$ cat config.mk
export PLATFORM = sky130hd
export DESIGN_NAME = tdm_slot_ring_buffer_addresser
export DESIGN_NICKNAME = d
export VERILOG_FILES = /design/src/hdl/tsrb_pkg.sv /design/src/hdl/tsrb_ctrl.sv /design/src/hdl/tsrb_addr.sv /design/src/hdl/tdm_slot_ring_buffer_addresser.sv
export SDC_FILE = /design/constraint.sdc
export NUM_CORES = 1
export LEC_CHECK = 0
export ABC_AREA = 1
export BUFFER_PORTS_ARGS = -buffer_cell sky130_fd_sc_hd__buf_2
export CORE_ASPECT_RATIO = 0.8
export CORE_MARGIN = 5
export CORE_UTILIZATION = 35
export DETAILED_ROUTE_END_ITERATION = 10
export GPL_TIMING_DRIVEN = 0
export SKIP_CTS_REPAIR_TIMING = 1
export SYNTH_ARGS = -nofsm -noshare
export SYNTH_HDL_FRONTEND = slang
export SYNTH_SLANG_ARGS = --single-unit
$ cat constraint.sdc
create_clock -name clk -period 7.08 [get_ports clk]
set_clock_uncertainty 0.2 [all_clocks]
set_input_delay 0.708 -clock clk [delete_from_list [all_inputs] [get_ports clk]]
set_output_delay 0.708 -clock clk [all_outputs]
set_load 0.01 [all_outputs]
$ cat src/hdl/tsrb_pkg.sv
package tsrb_pkg;

    // ring geometry
    localparam int TX_SLOTS         = 2;
    localparam int TX_BUFFERS       = 4;
    localparam int RX_SLOTS         = 2;
    localparam int RX_BUFFERS       = 4;
    localparam int WORDS_PER_BUFFER = 256;

    // idle timeout default: one frame worth of clocks
    localparam int CLOCK_HZ = 200 * 1000 * 1000;
    localparam int FRAME_HZ = 16000;
    localparam logic [23:0] TIMEOUT_RESET = 24'(CLOCK_HZ / FRAME_HZ);

    localparam logic [20:0] STRIDE_RESET = 21'd4096;

    // slot index fits 32 slots, row index fits 32 slots times 16 buffers
    localparam int SLOT_W = 5;
    localparam int ROW_W  = 9;

    typedef enum logic [1:0] {
        ACT_NONE    = 2'd0,
        ACT_TX      = 2'd1,
        ACT_RX      = 2'd2,
        ACT_RESTART = 2'd3
    } action_t;

    typedef enum logic [2:0] {
        REG_BASE      = 3'd0,
        REG_RX_OFFSET = 3'd1,
        REG_STRIDE    = 3'd2,
        REG_TX_EN     = 3'd3,
        REG_RX_EN     = 3'd4,
        REG_TIMEOUT   = 3'd5
    } cfg_reg_t;

    typedef struct packed {
        logic [31:0] base_address;
        logic [31:0] rx_offset;
        logic [20:0] buffer_stride;
        logic        tx_enable;
        logic        rx_enable;
        logic [23:0] timeout_limit;
    } cfg_t;

    typedef struct packed {
        logic        command;
        logic        data_ready;
        logic        error_flag;
        logic [8:0]  slot_count;
        logic [31:0] rx_sample;
    } poll_t;

    // decoded beat waiting for the address multiply
    typedef struct packed {
        action_t          action;
        logic [31:0]      region;
        logic [ROW_W-1:0] row;
        logic [7:0]       word;
        logic [31:0]      data;
        logic             notify;
        logic             direction;
        logic [3:0]       nbuf;
    } op_t;

    typedef struct packed {
        action_t     action;
        logic [31:0] address;
        logic [31:0] write_data;
        logic        notify;
        logic        direction;
        logic [3:0]  nbuf;
    } res_t;

endpackage

$ cat src/hdl/tsrb_ctrl.sv
module tsrb_ctrl
(
    input  logic           clk,
    input  logic           rst_n,
    input  tsrb_pkg::cfg_t  cfg,
    input  tsrb_pkg::poll_t poll,
    input  logic           update,
    output tsrb_pkg::op_t   op
);
    import tsrb_pkg::*;

    logic [7:0]  tx_word_reg, tx_word_next;
    logic [3:0]  tx_buf_reg, tx_buf_next;
    logic [7:0]  rx_word_reg, rx_word_next;
    logic [3:0]  rx_buf_reg, rx_buf_next;
    logic [23:0] idle_reg, idle_next;

    logic [9:0]  tx_slot;
    logic [9:0]  rx_slot;
    logic [8:0]  tx_word_inc;
    logic [8:0]  rx_word_inc;
    logic [4:0]  tx_buf_inc;
    logic [4:0]  rx_buf_inc;
    logic [23:0] idle_inc;
    logic [SLOT_W-1:0] slot_sel;

    // slot and counter increments
    always_comb
    begin
        tx_slot     = {1'b0, poll.slot_count} + 10'd1;
        rx_slot     = (poll.slot_count != 9'd0) ? ({1'b0, poll.slot_count} - 10'd1)
                                                : 10'(RX_SLOTS - 1);
        tx_word_inc = {1'b0, tx_word_reg} + 9'd1;
        rx_word_inc = {1'b0, rx_word_reg} + 9'd1;
        tx_buf_inc  = {1'b0, tx_buf_reg} + 5'd1;
        rx_buf_inc  = {1'b0, rx_buf_reg} + 5'd1;
        idle_inc    = idle_reg + 24'd1;
    end

    // poll decode and next state
    always_comb
    begin
        tx_word_next = tx_word_reg;
        tx_buf_next  = tx_buf_reg;
        rx_word_next = rx_word_reg;
        rx_buf_next  = rx_buf_reg;
        idle_next    = idle_reg;
        slot_sel     = '0;
        op           = '0;
        op.action    = ACT_NONE;

        if (!poll.command)
        begin
            if (!cfg.tx_enable)
            begin
                op.action = ACT_NONE;
            end
            else if (poll.error_flag)
            begin
                op.action = ACT_RESTART;
            end
            else if (!poll.data_ready)
            begin
                // idle poll, time out when the count hits the limit
                if (idle_inc >= cfg.timeout_limit)
                begin
                    idle_next = '0;
                    op.action = ACT_RESTART;
                end
                else
                begin
                    idle_next = idle_inc;
                end
            end
            else if (tx_slot > 10'(TX_SLOTS))
            begin
                op.action = ACT_RESTART;
            end
            else
            begin
                op.action = ACT_TX;
                idle_next = '0;
                slot_sel  = SLOT_W'(tx_slot);
                if (tx_slot == 10'(TX_SLOTS))
                begin
                    slot_sel = '0;
                    if (tx_word_inc >= 9'(WORDS_PER_BUFFER))
                    begin
                        tx_word_next = '0;
                        tx_buf_next  = (tx_buf_inc >= 5'(TX_BUFFERS)) ? 4'd0
                                                                      : tx_buf_inc[3:0];
                        op.notify    = 1'b1;
                        op.nbuf      = tx_buf_next;
                    end
                    else
                    begin
                        tx_word_next = tx_word_inc[7:0];
                    end
                end
                op.region = cfg.base_address;
                op.row    = ROW_W'(slot_sel) * ROW_W'(TX_BUFFERS) + ROW_W'(tx_buf_next);
                op.word   = tx_word_next;
            end
        end
        else
        begin
            if (!cfg.rx_enable)
            begin
                op.action = ACT_NONE;
            end
            else if (poll.error_flag)
            begin
                op.action = ACT_RESTART;
            end
            else if (!poll.data_ready)
            begin
                op.action = ACT_NONE;
            end
            else if (rx_slot >= 10'(RX_SLOTS))
            begin
                op.action = ACT_RESTART;
            end
            else
            begin
                op.action = ACT_RX;
                slot_sel  = SLOT_W'(rx_slot);
                if (rx_slot == 10'd0)
                begin
                    if (rx_word_inc >= 9'(WORDS_PER_BUFFER))
                    begin
                        rx_word_next = '0;
                        rx_buf_next  = (rx_buf_inc >= 5'(RX_BUFFERS)) ? 4'd0
                                                                      : rx_buf_inc[3:0];
                        op.notify    = 1'b1;
                        op.direction = 1'b1;
                        op.nbuf      = rx_buf_next;
                    end
                    else
                    begin
                        rx_word_next = rx_word_inc[7:0];
                    end
                end
                op.region = cfg.base_address + cfg.rx_offset;
                op.row    = ROW_W'(slot_sel) * ROW_W'(RX_BUFFERS) + ROW_W'(rx_buf_next);
                op.word   = rx_word_next;
                op.data   = poll.rx_sample;
            end
        end
    end

    // ring state, advanced once per beat leaving the input register
    always_ff @(posedge clk or negedge rst_n)
    begin
        if (!rst_n)
        begin
            tx_word_reg <= '0;
            tx_buf_reg  <= '0;
            rx_word_reg <= '0;
            rx_buf_reg  <= '0;
            idle_reg    <= '0;
        end
        else if (update)
        begin
            tx_word_reg <= tx_word_next;
            tx_buf_reg  <= tx_buf_next;
            rx_word_reg <= rx_word_next;
            rx_buf_reg  <= rx_buf_next;
            idle_reg    <= idle_next;
        end
    end

endmodule

$ cat src/hdl/tsrb_addr.sv
module tsrb_addr
(
    input  tsrb_pkg::op_t  op,
    input  logic [20:0]    buffer_stride,
    output tsrb_pkg::res_t res
);
    import tsrb_pkg::*;

    logic [29:0] row_offset;
    logic [31:0] word_offset;
    logic [31:0] sum;

    // region + row * stride + word * 4, wrapping at 32 bits
    always_comb
    begin
        row_offset  = 30'(op.row) * 30'(buffer_stride);
        word_offset = {22'd0, op.word, 2'b00};
        sum         = op.region + {2'b00, row_offset} + word_offset;
    end

    // only memory actions carry an address
    always_comb
    begin
        res.action     = op.action;
        res.address    = ((op.action == ACT_TX) || (op.action == ACT_RX)) ? sum : 32'd0;
        res.write_data = (op.action == ACT_RX) ? op.data : 32'd0;
        res.notify     = op.notify;
        res.direction  = op.direction;
        res.nbuf       = op.nbuf;
    end

endmodule

$ cat src/hdl/tdm_slot_ring_buffer_addresser.sv
// pipeline: input register, decode register, result register; the address multiply
// has a stage of its own, and a stall at the output can back up through the stages
// throughput: one poll per cycle while out_stall is low
// reset: asynchronous active low; pipeline empties, ring counters and idle count
// clear, registers take their defaults (stride 4096, timeout limit 12500)
module tdm_slot_ring_buffer_addresser
(
    input  logic        clk,
    input  logic        rst_n,

    input  logic        cfg_write,
    input  logic [2:0]  cfg_index,
    input  logic [31:0] cfg_data,

    input  logic        in_valid,
    output logic        in_stall,
    input  logic        command,
    input  logic        data_ready,
    input  logic        error_flag,
    input  logic [8:0]  slot_count,
    input  logic [31:0] rx_sample,

    output logic        out_valid,
    input  logic        out_stall,
    output logic [1:0]  action,
    output logic [31:0] address,
    output logic [31:0] write_data,
    output logic        notify,
    output logic        notify_direction,
    output logic [3:0]  notify_buffer
);
    import tsrb_pkg::*;

    cfg_t  cfg_reg;
    poll_t s1_reg;
    logic  s1_valid_reg;
    op_t   s2_reg;
    logic  s2_valid_reg;
    res_t  out_reg;
    logic  out_valid_reg;

    op_t   op;
    res_t  res;
    logic  out_free;
    logic  s2_free;
    logic  s1_free;
    logic  s1_move;

    // register writes
    always_ff @(posedge clk or negedge rst_n)
    begin
        if (!rst_n)
        begin
            cfg_reg.base_address  <= '0;
            cfg_reg.rx_offset     <= '0;
            cfg_reg.buffer_stride <= STRIDE_RESET;
            cfg_reg.tx_enable     <= 1'b0;
            cfg_reg.rx_enable     <= 1'b0;
            cfg_reg.timeout_limit <= TIMEOUT_RESET;
        end
        else if (cfg_write)
        begin
            case (cfg_reg_t'(cfg_index))
                REG_BASE:      cfg_reg.base_address  <= cfg_data;
                REG_RX_OFFSET: cfg_reg.rx_offset     <= cfg_data;
                REG_STRIDE:    cfg_reg.buffer_stride <= cfg_data[20:0];
                REG_TX_EN:     cfg_reg.tx_enable     <= cfg_data[0];
                REG_RX_EN:     cfg_reg.rx_enable     <= cfg_data[0];
                REG_TIMEOUT:   cfg_reg.timeout_limit <= cfg_data[23:0];
                default:       ;
            endcase
        end
    end

    // pipeline flow control, a stage takes a beat when empty or draining
    assign out_free = ~out_valid_reg | ~out_stall;
    assign s2_free  = ~s2_valid_reg | out_free;
    assign s1_free  = ~s1_valid_reg | s2_free;
    assign s1_move  = s1_valid_reg & s2_free;
    assign in_stall = ~s1_free;

    always_ff @(posedge clk or negedge rst_n)
    begin
        if (!rst_n)
        begin
            s1_valid_reg  <= 1'b0;
            s2_valid_reg  <= 1'b0;
            out_valid_reg <= 1'b0;
        end
        else
        begin
            if (s1_free)
            begin
                s1_valid_reg <= in_valid;
            end
            if (s2_free)
            begin
                s2_valid_reg <= s1_valid_reg;
            end
            if (out_free)
            begin
                out_valid_reg <= s2_valid_reg;
            end
        end
    end

    // payload registers
    always_ff @(posedge clk)
    begin
        if (s1_free && in_valid)
        begin
            s1_reg.command    <= command;
            s1_reg.data_ready <= data_ready;
            s1_reg.error_flag <= error_flag;
            s1_reg.slot_count <= slot_count;
            s1_reg.rx_sample  <= rx_sample;
        end
        if (s1_move)
        begin
            s2_reg <= op;
        end
        if (out_free && s2_valid_reg)
        begin
            out_reg <= res;
        end
    end

    // decode and ring state
    tsrb_ctrl u_ctrl
    (
        .clk    (clk),
        .rst_n  (rst_n),
        .cfg    (cfg_reg),
        .poll   (s1_reg),
        .update (s1_move),
        .op     (op)
    );

    // address arithmetic
    tsrb_addr u_addr
    (
        .op            (s2_reg),
        .buffer_stride (cfg_reg.buffer_stride),
        .res           (res)
    );

    assign out_valid        = out_valid_reg;
    assign action           = out_reg.action;
    assign address          = out_reg.address;
    assign write_data       = out_reg.write_data;
    assign notify           = out_reg.notify;
    assign notify_direction = out_reg.direction;
    assign notify_buffer    = out_reg.nbuf;

endmodule

==> flow_summary.yaml, run 1 <==
outcome:
  status: "complete, no violations"
drt:
  wl_per_cell_um: 16.4
  drt-vias-per-instance: 4.72
  drtPass1Iterations: 6
  vias: 19800
  drc: 0
  drt-initial-drc-count: 1558
  ant_nets: 0
  finalWirelength_mm: 68.8
floorplan:
  die_x_um: 311
  start_util_pct: 35.2
  dieHeight_um: 251
  core_sq_um: 71900
  placementRows: 88
  dieArea_sq_um: 77800
  ios: 158
global_routing:
  grt_pass1_wl_mm: 108
  grt_use_met1_pct: 25.3
  antenna_found_initial: 0
  grt_pass1_vias: 19200
  grt-busiest-layer: "met2"
  grt_usage_pct: 17.4
  met3_usage_pct: 3.71
  grt_max_degree: 91
  use_met2_pct: 26.7
  grt_remaining_overflow: 0
place:
  port_buffers: 157
  dp_slack_ns: 0.956
  gp_congestion: 0.912
  dp_hpwl_mm: 54.4
  placed_cell_area_sq_um: 27400
setup_path:
  ff2ff_setup_slack_ns: 0.94
  critical_path_class: "register to register"
  r2r_cells: 20
  critPathArrivalTime_ns: 6.31
  max_stage_delay_ns: 0.56
  path_cells: "clkbuf_1 > nand2_1 > fa_1 > inv_1 > fa_1 > fa_1 > fa_1 > inv_1 > fa_1 > inv_1 > ha_1 > nand2_1 > nor2_1 > nand3_1 > o211ai_1 > nand2_1 > o21ai_0 > nand2_1 > nand2_1 > nor2_1"
  start_kind: "register"
  reg2reg_to: "address[22]"
  cp_max_fo: 10
  crit_path_end_kind: "register"
  cpMaxStageDelayCell: "fa_1"
  critPathTopFamily: "adder cells"
  r2r_start: "s2_reg[48]"
  required_ns: 7.25
  crit_buf_inv: 4
synth:
  avgSynthCellArea_sq_um: 8.43
  yosys.area.top_type: "edfxtp_1"
  synth-seq-cells: 366
  yosys_warnings: 0
  synthTopCellsByArea: "edfxtp_1 24%, dfrtp_1 15%, nand2_1 12%"
  postSynth.asyncResetShare_pct: 44.3
  synth-edff-count: 204
  synthFlopType: "edfxtp_1"
  syn_area_sq_um: 25300
  seq_area_frac_synth_pct: 40.3
  synthCells: 3003
  ys_types: 44
  synth_top_area_share_pct: 24.2
sta:
  tns_ns: 0
  relSlewSlack_pct: 49.9
  slew_viol_final: 0
  post-route-min-period_ns: 6.14
  hold_violations: 0
  fin_ws_ns: 0.940
  setup_viol: 0
  tightest_slew_ns: 0.750
  fmax_mhz: 163
  grt_setup_unrepaired: "false"
  finalCritPeriodShare_pct: 86.7
clocking:
  cts_sinks: 366
  cts.clk_slew.worst_paths_ns: 0.07
  cts_buffers: 42
  htree_num_levels: 2
  cts_tree: "yes"
  clockBufferDepth: 3
  cts_root_buf: "clkbuf_16"
  clk_latency_ns: 0.61
final_layout:
  n_antenna_cell: 0
  drive_gt1_share_pct: 9.36
  final_area_sq_um: 28900
  largest_reg_flops: 111
  syn_to_final_growth_pct: 14.3
  fillCellCount: 7279
  final_nets: 3610
min_path:
  whs_endpoint: "s1_reg[30]"
  worstHoldStart: "rx_sample[30]"
  worst_hold_path_type: "input pin to register"
  hold_path_depth: 1
flow_run:
  drv_cap: 0
power:
  pwr_density_cell_nw_per_um2: 366
  finalPower_w: 0.0106
  peakVddDrop_mv: 0.250
  leakage_nw: 14.9
final cells by class:
cell class | count | area [sq um] | area share, %
Timing Repair Buffer | 163 | 928 | 3.21
Multi-Input combinational cell | 1991 | 12600 | 43.7
Sequential cell | 366 | 10200 | 35.2
Clock buffer | 45 | 1090 | 3.78
Clock inverter | 33 | 372 | 1.29
Tap cell | 945 | 1180 | 4.09
Buffer | 90 | 399 | 1.38
Inverter | 559 | 2100 | 7.27
metrics by stage:
stage	instances	hold slack, ns	util, %
finish	4192	0.0888	40.2
global route	4192	0.0694	40.2
CTS	4191	-0.0708	40.2
detailed placement	4113	0.205	38.2
global placement	4108	0.202	37.9
floorplan	3006	0.200	-
cell families after synthesis:
group	synth area share (%)
AOI/OAI and AO/OA	7.36
xor gates and xnor gates	1.94
adders and majority gates	20.0
buffers and inverters	9.87
DFF	40.3
other	0.0148
and+or+nand+nor	20.6
worst max path at each step:
stage	from	to	slack [ns]	cells after the start
finish	s2_reg[48]	address[22]	0.94	20
global route	s2_reg[48]	address[22]	0.54	20
CTS	s2_reg[48]	address[22]	0.97	20
detailed placement	s2_reg[48]	address[22]	0.96	20
global placement	out_stall	address[31]	0.33	2
floorplan	cfg_reg[38]	address[22]	1.82	20
worst register-to-register path, delay by kind of cell, from the launching register on:
family                     cells  cell delay, ns
AOI/OAI and AO/OA              2            0.66
buffers and inverters          4            0.67
and+or+nand+nor                8            0.91
DFF                            1            0.46
adders and majority gates      6            3.03
metal layers:
layer / wire length, um / vias up
li1: - / 9858
met1: 32700 / 9451
met2: 30000 / 425
met3: 4580 / 65
met4: 1460 / 0
met5: 0 / -
cell usage in the layout (no fill, tap or decap), types with 3 or more instances in the layout:
| cell | Yosys | layout |
|---|---|---|
| o21ai_1 | 24 | 24 |
| nor2_4 | 7 | 8 |
| conb_1 | 1 | 4 |
| buf_6 | 4 | 4 |
| inv_6 | 0 | 4 |
| o21ai_0 | 189 | 189 |
| clkinvlp_4 | 0 | 7 |
| xor2_1 | 26 | 26 |
| clkinv_4 | 0 | 7 |
| o21a_1 | 8 | 8 |
| nand3b_1 | 13 | 13 |
| nor2_1 | 202 | 201 |
| nand3_1 | 118 | 118 |
| nor2_2 | 5 | 5 |
| inv_2 | 7 | 7 |
| clkbuf_16 | 0 | 43 |
| clkbuf_1 | 69 | 70 |
| buf_2 | 13 | 169 |
| buf_16 | 0 | 3 |
| nand2_1 | 839 | 839 |
| ha_1 | 161 | 161 |
| nand3_2 | 3 | 3 |
| a21oi_1 | 119 | 118 |
| clkinv_2 | 0 | 8 |
| inv_1 | 552 | 551 |
| o21bai_1 | 5 | 5 |
| dfstp_2 | 7 | 7 |
| nand4_1 | 30 | 30 |
| dfrtp_1 | 155 | 155 |
| nor3_1 | 25 | 25 |
| fa_1 | 152 | 152 |
| buf_4 | 4 | 4 |
| edfxtp_1 | 204 | 204 |
| nor4_1 | 5 | 5 |
| xnor2_1 | 30 | 30 |
| a21o_1 | 5 | 5 |
| bufinv_16 | 0 | 4 |
| or2_2 | 4 | 4 |
synthesized netlist by cell type (2+ instances only):
| cell type | n |
|---|---|
| xor2_1 | 26 |
| a21oi_1 | 119 |
| nor2_4 | 7 |
| xnor2_1 | 30 |
| dfstp_2 | 7 |
| nand3b_1 | 13 |
| nor4_1 | 5 |
| inv_1 | 552 |
| nor2_1 | 202 |
| inv_2 | 7 |
| a31oi_1 | 2 |
| buf_2 | 13 |
| buf_4 | 4 |
| nand3_1 | 118 |
| nand2_2 | 2 |
| ha_1 | 161 |
| nand2_1 | 839 |
| nand3_2 | 3 |
| nor3_1 | 25 |
| o21a_1 | 8 |
| nand4_1 | 30 |
| or2_2 | 4 |
| o211ai_1 | 2 |
| a21boi_0 | 2 |
| o21ai_0 | 189 |
| fa_1 | 152 |
| o21ai_1 | 24 |
| buf_6 | 4 |
| o21bai_1 | 5 |
| nor2_2 | 5 |
| clkbuf_1 | 69 |
| a21o_1 | 5 |
| edfxtp_1 | 204 |
| dfrtp_1 | 155 |
power breakdown:
part | internal, W | switching, W
clock network | 0.00130 | 0.000997
registers | 0.00266 | 0.000143
logic | 0.00186 | 0.00363
(Power assumes the default switching activity.)
==> run 2, diff against run 1 <==
--- a/config.mk
+++ b/config.mk
@@ -10,8 +10,10 @@
 export CORE_ASPECT_RATIO = 0.8
 export CORE_MARGIN = 5
 export CORE_UTILIZATION = 35
+export CTS_BUF_LIST = sky130_fd_sc_hd__clkbuf_4
 export DETAILED_ROUTE_END_ITERATION = 10
 export GPL_TIMING_DRIVEN = 0
+export REMOVE_ABC_BUFFERS = 1
 export SKIP_CTS_REPAIR_TIMING = 1
 export SYNTH_ARGS = -nofsm -noshare
 export SYNTH_HDL_FRONTEND = slang
==> constraint.sdc (replaced) <==
create_clock -name clk -period 6 [get_ports clk]
set_clock_uncertainty 0.2 [all_clocks]
set_input_delay 0.6 -clock clk [delete_from_list [all_inputs] [get_ports clk]]
set_output_delay 0.6 -clock clk [all_outputs]
set_load 0.01 [all_outputs]
==> flow_summary.yaml, run 2 (synthesis gave the netlist of run 1 again) <==
power:
  power.internal_w: 0.00651
  pwr_density_cell_nw_per_um2: 400
  peakVddDrop_mv: 0.303
  switching_share_pct: 44.9
  switching_power_w: 0.00531
  comb_power_share_pct: 52.0
  leakage_nw: 15.3
  seqPwrFrac_pct: 28.7
  clkPwrFrac_pct: 19.3
setup_path:
  max_stage_delay_ns: 0.63
  critPathArrivalTime_ns: 6.00
  cp_max_fo: 9
  critPathTopFamily: "adder cells"
  crit_path_end_kind: "register"
  crit_buf_inv: 3
  start_kind: "register"
  cpMaxStageDelayCell: "dfstp_2"
  required_ns: 6.40
  path_cells: "nand2_1 > fa_1 > inv_1 > fa_1 > fa_1 > fa_1 > inv_1 > fa_1 > inv_1 > ha_1 > nand2_1 > nor2_1 > nand3_1 > o211ai_1 > nand2_1 > o21ai_0 > nand2_1 > nand2_1 > nor2_1"
  critical_path_class: "register to register"
global_routing:
  grt_usage_pct: 16.2
  grt_pass1_wl_mm: 103
  antenna_found_initial: 2
  grt_max_degree: 105
  grt_pass1_vias: 19000
  grt_remaining_overflow: 0
min_path:
  worst_hold_path_type: "input pin to asynchronous set/reset pin"
sta:
  hold_violations: 0
  finalCritPeriodShare_pct: 93.3
  setup_viol: 0
  relSlewSlack_pct: 16.8
  post-route-min-period_ns: 5.60
  grt_setup_unrepaired: "false"
  slew_viol_final: 0
  fmax_mhz: 179
  hold_ws_ns: 0.0747
  tns_ns: 0
  tightest_slew_ns: 1.25
clocking:
  cts_root_buf: "clkbuf_4"
  htree_num_levels: 3
  clockBufferDepth: 3
  cts.clk_slew.worst_paths_ns: 0.07
  cts_buffers: 100
  clk_latency_ns: 0.86
  cts_tree: "yes"
  cts_sinks: 366
place:
  dp_cells: 4029
  port_buffers: 157
  dp_hpwl_mm: 48.5
  gp_congestion: 0.916
floorplan:
  ios: 158
  placementRows: 88
  start_util_pct: 35.2
  dieHeight_um: 251
  dieArea_sq_um: 77800
  die_x_um: 311
  core_sq_um: 71900
drt:
  drc: 0
  drt-vias-per-instance: 4.63
  vias: 20000
  drtPass1Iterations: 5
  wl_per_cell_um: 15.0
  ant_nets: 0
  drt-initial-drc-count: 1483
  finalWirelength_mm: 64.7
outcome:
  status: "complete, no violations"
final_layout:
  final_common_cell: "nand2_1"
  drive_gt1_share_pct: 12.0
  largest_reg_flops: 111
  syn_to_final_growth_pct: 16.6
  final_cell_count_no_fill: 4320
  final_cell_mix: "836 x nand2_1, 551 x inv_1, 204 x edfxtp_1, 200 x nor2_1, 188 x o21ai_0"
  fillCellCount: 7267
  final_nets: 3688
flow_run:
  drv_cap: 0
[run 2: cell count changes in the layout (fill, tap and decap cells not counted), moves of 5 or more]
cell           previous run  this run
buf_12                    2         8
buf_2                   169       156
buf_4                     4        16
clkbuf_1                 70         0
clkbuf_16                43         0
clkbuf_4                  0       156
clkinv_1                  0        15
clkinv_4                  7         2
clkinvlp_4                7         2
dlygate4sd3_1             1        84
[run 2: cell type report]
cell class,instances,area (sq um),share of cell area (%)
sequential,366,10200,34.5
antenna,4,10.0,0.0339
multi-input combinational,1991,12700,42.9
tap,945,1180,4.01
clock inverter,26,129,0.437
timing repair buffer,273,2060,6.97
inverter,559,2100,7.12
clock buffer,156,1170,3.97
[run 2: power by group through the flow]
stage	logic [W]	clock network (W)	registers, W
2_1_floorplan	0.00441	0	0.00344
3_3_place_gp	0.00596	0	0.00348
3_5_place_dp	0.00601	0	0.00346
4_1_cts	0.00606	0.00238	0.00341
5_1_grt	0.00717	0.00252	0.00344
6_report	0.00614	0.00228	0.00339
[run 2: final timing paths]
check                            startpoint                   to  slack [ns]  cells after the start
worst max register to register  cfg_reg[38]          address[22]        0.40                     19
worst max-delay path            cfg_reg[38]          address[22]        0.40                     19
worst min-delay path                  rst_n  u_ctrl.idle_reg[13]        0.07                      2
max in group asynchronous             rst_n          cfg_reg[27]        4.61                      3
min in group clk                  s2_reg[0]     notify_buffer[0]        0.22                      0
worst min register to register    s2_reg[0]     notify_buffer[0]        0.22                      0
[run 2: metal layers]
| layer | part of all wire [%] | global-route usage (%) | vias to the layer above |
|---|---|---|---|
| met2 | 42 | 23.7 | 526 |
| met1 | 50 | 24.2 | 9277 |
| met5 | 0 | 0 | - |
| met4 | 2.3 | 4.58 | 0 |
| li1 | - | - | 10100 |
| met3 | 6.3 | 3.70 | 112 |
[run 2: through the flow]
stage / instance area (sq um) / total power (W) / util [%] / setup WS (ns)
6_report: 29500 / 0.0118 / 41.0 / 0.404
5_1_grt: 29500 / 0.0131 / 41.0 / 0.0621
4_1_cts: 28500 / 0.0119 / 39.6 / -0.0409
3_5_place_dp: 27200 / 0.00947 / 37.8 / -0.0710
3_3_place_gp: 26900 / 0.00944 / 37.4 / -1.11
2_1_floorplan: 24900 / 0.00786 / - / 0.761
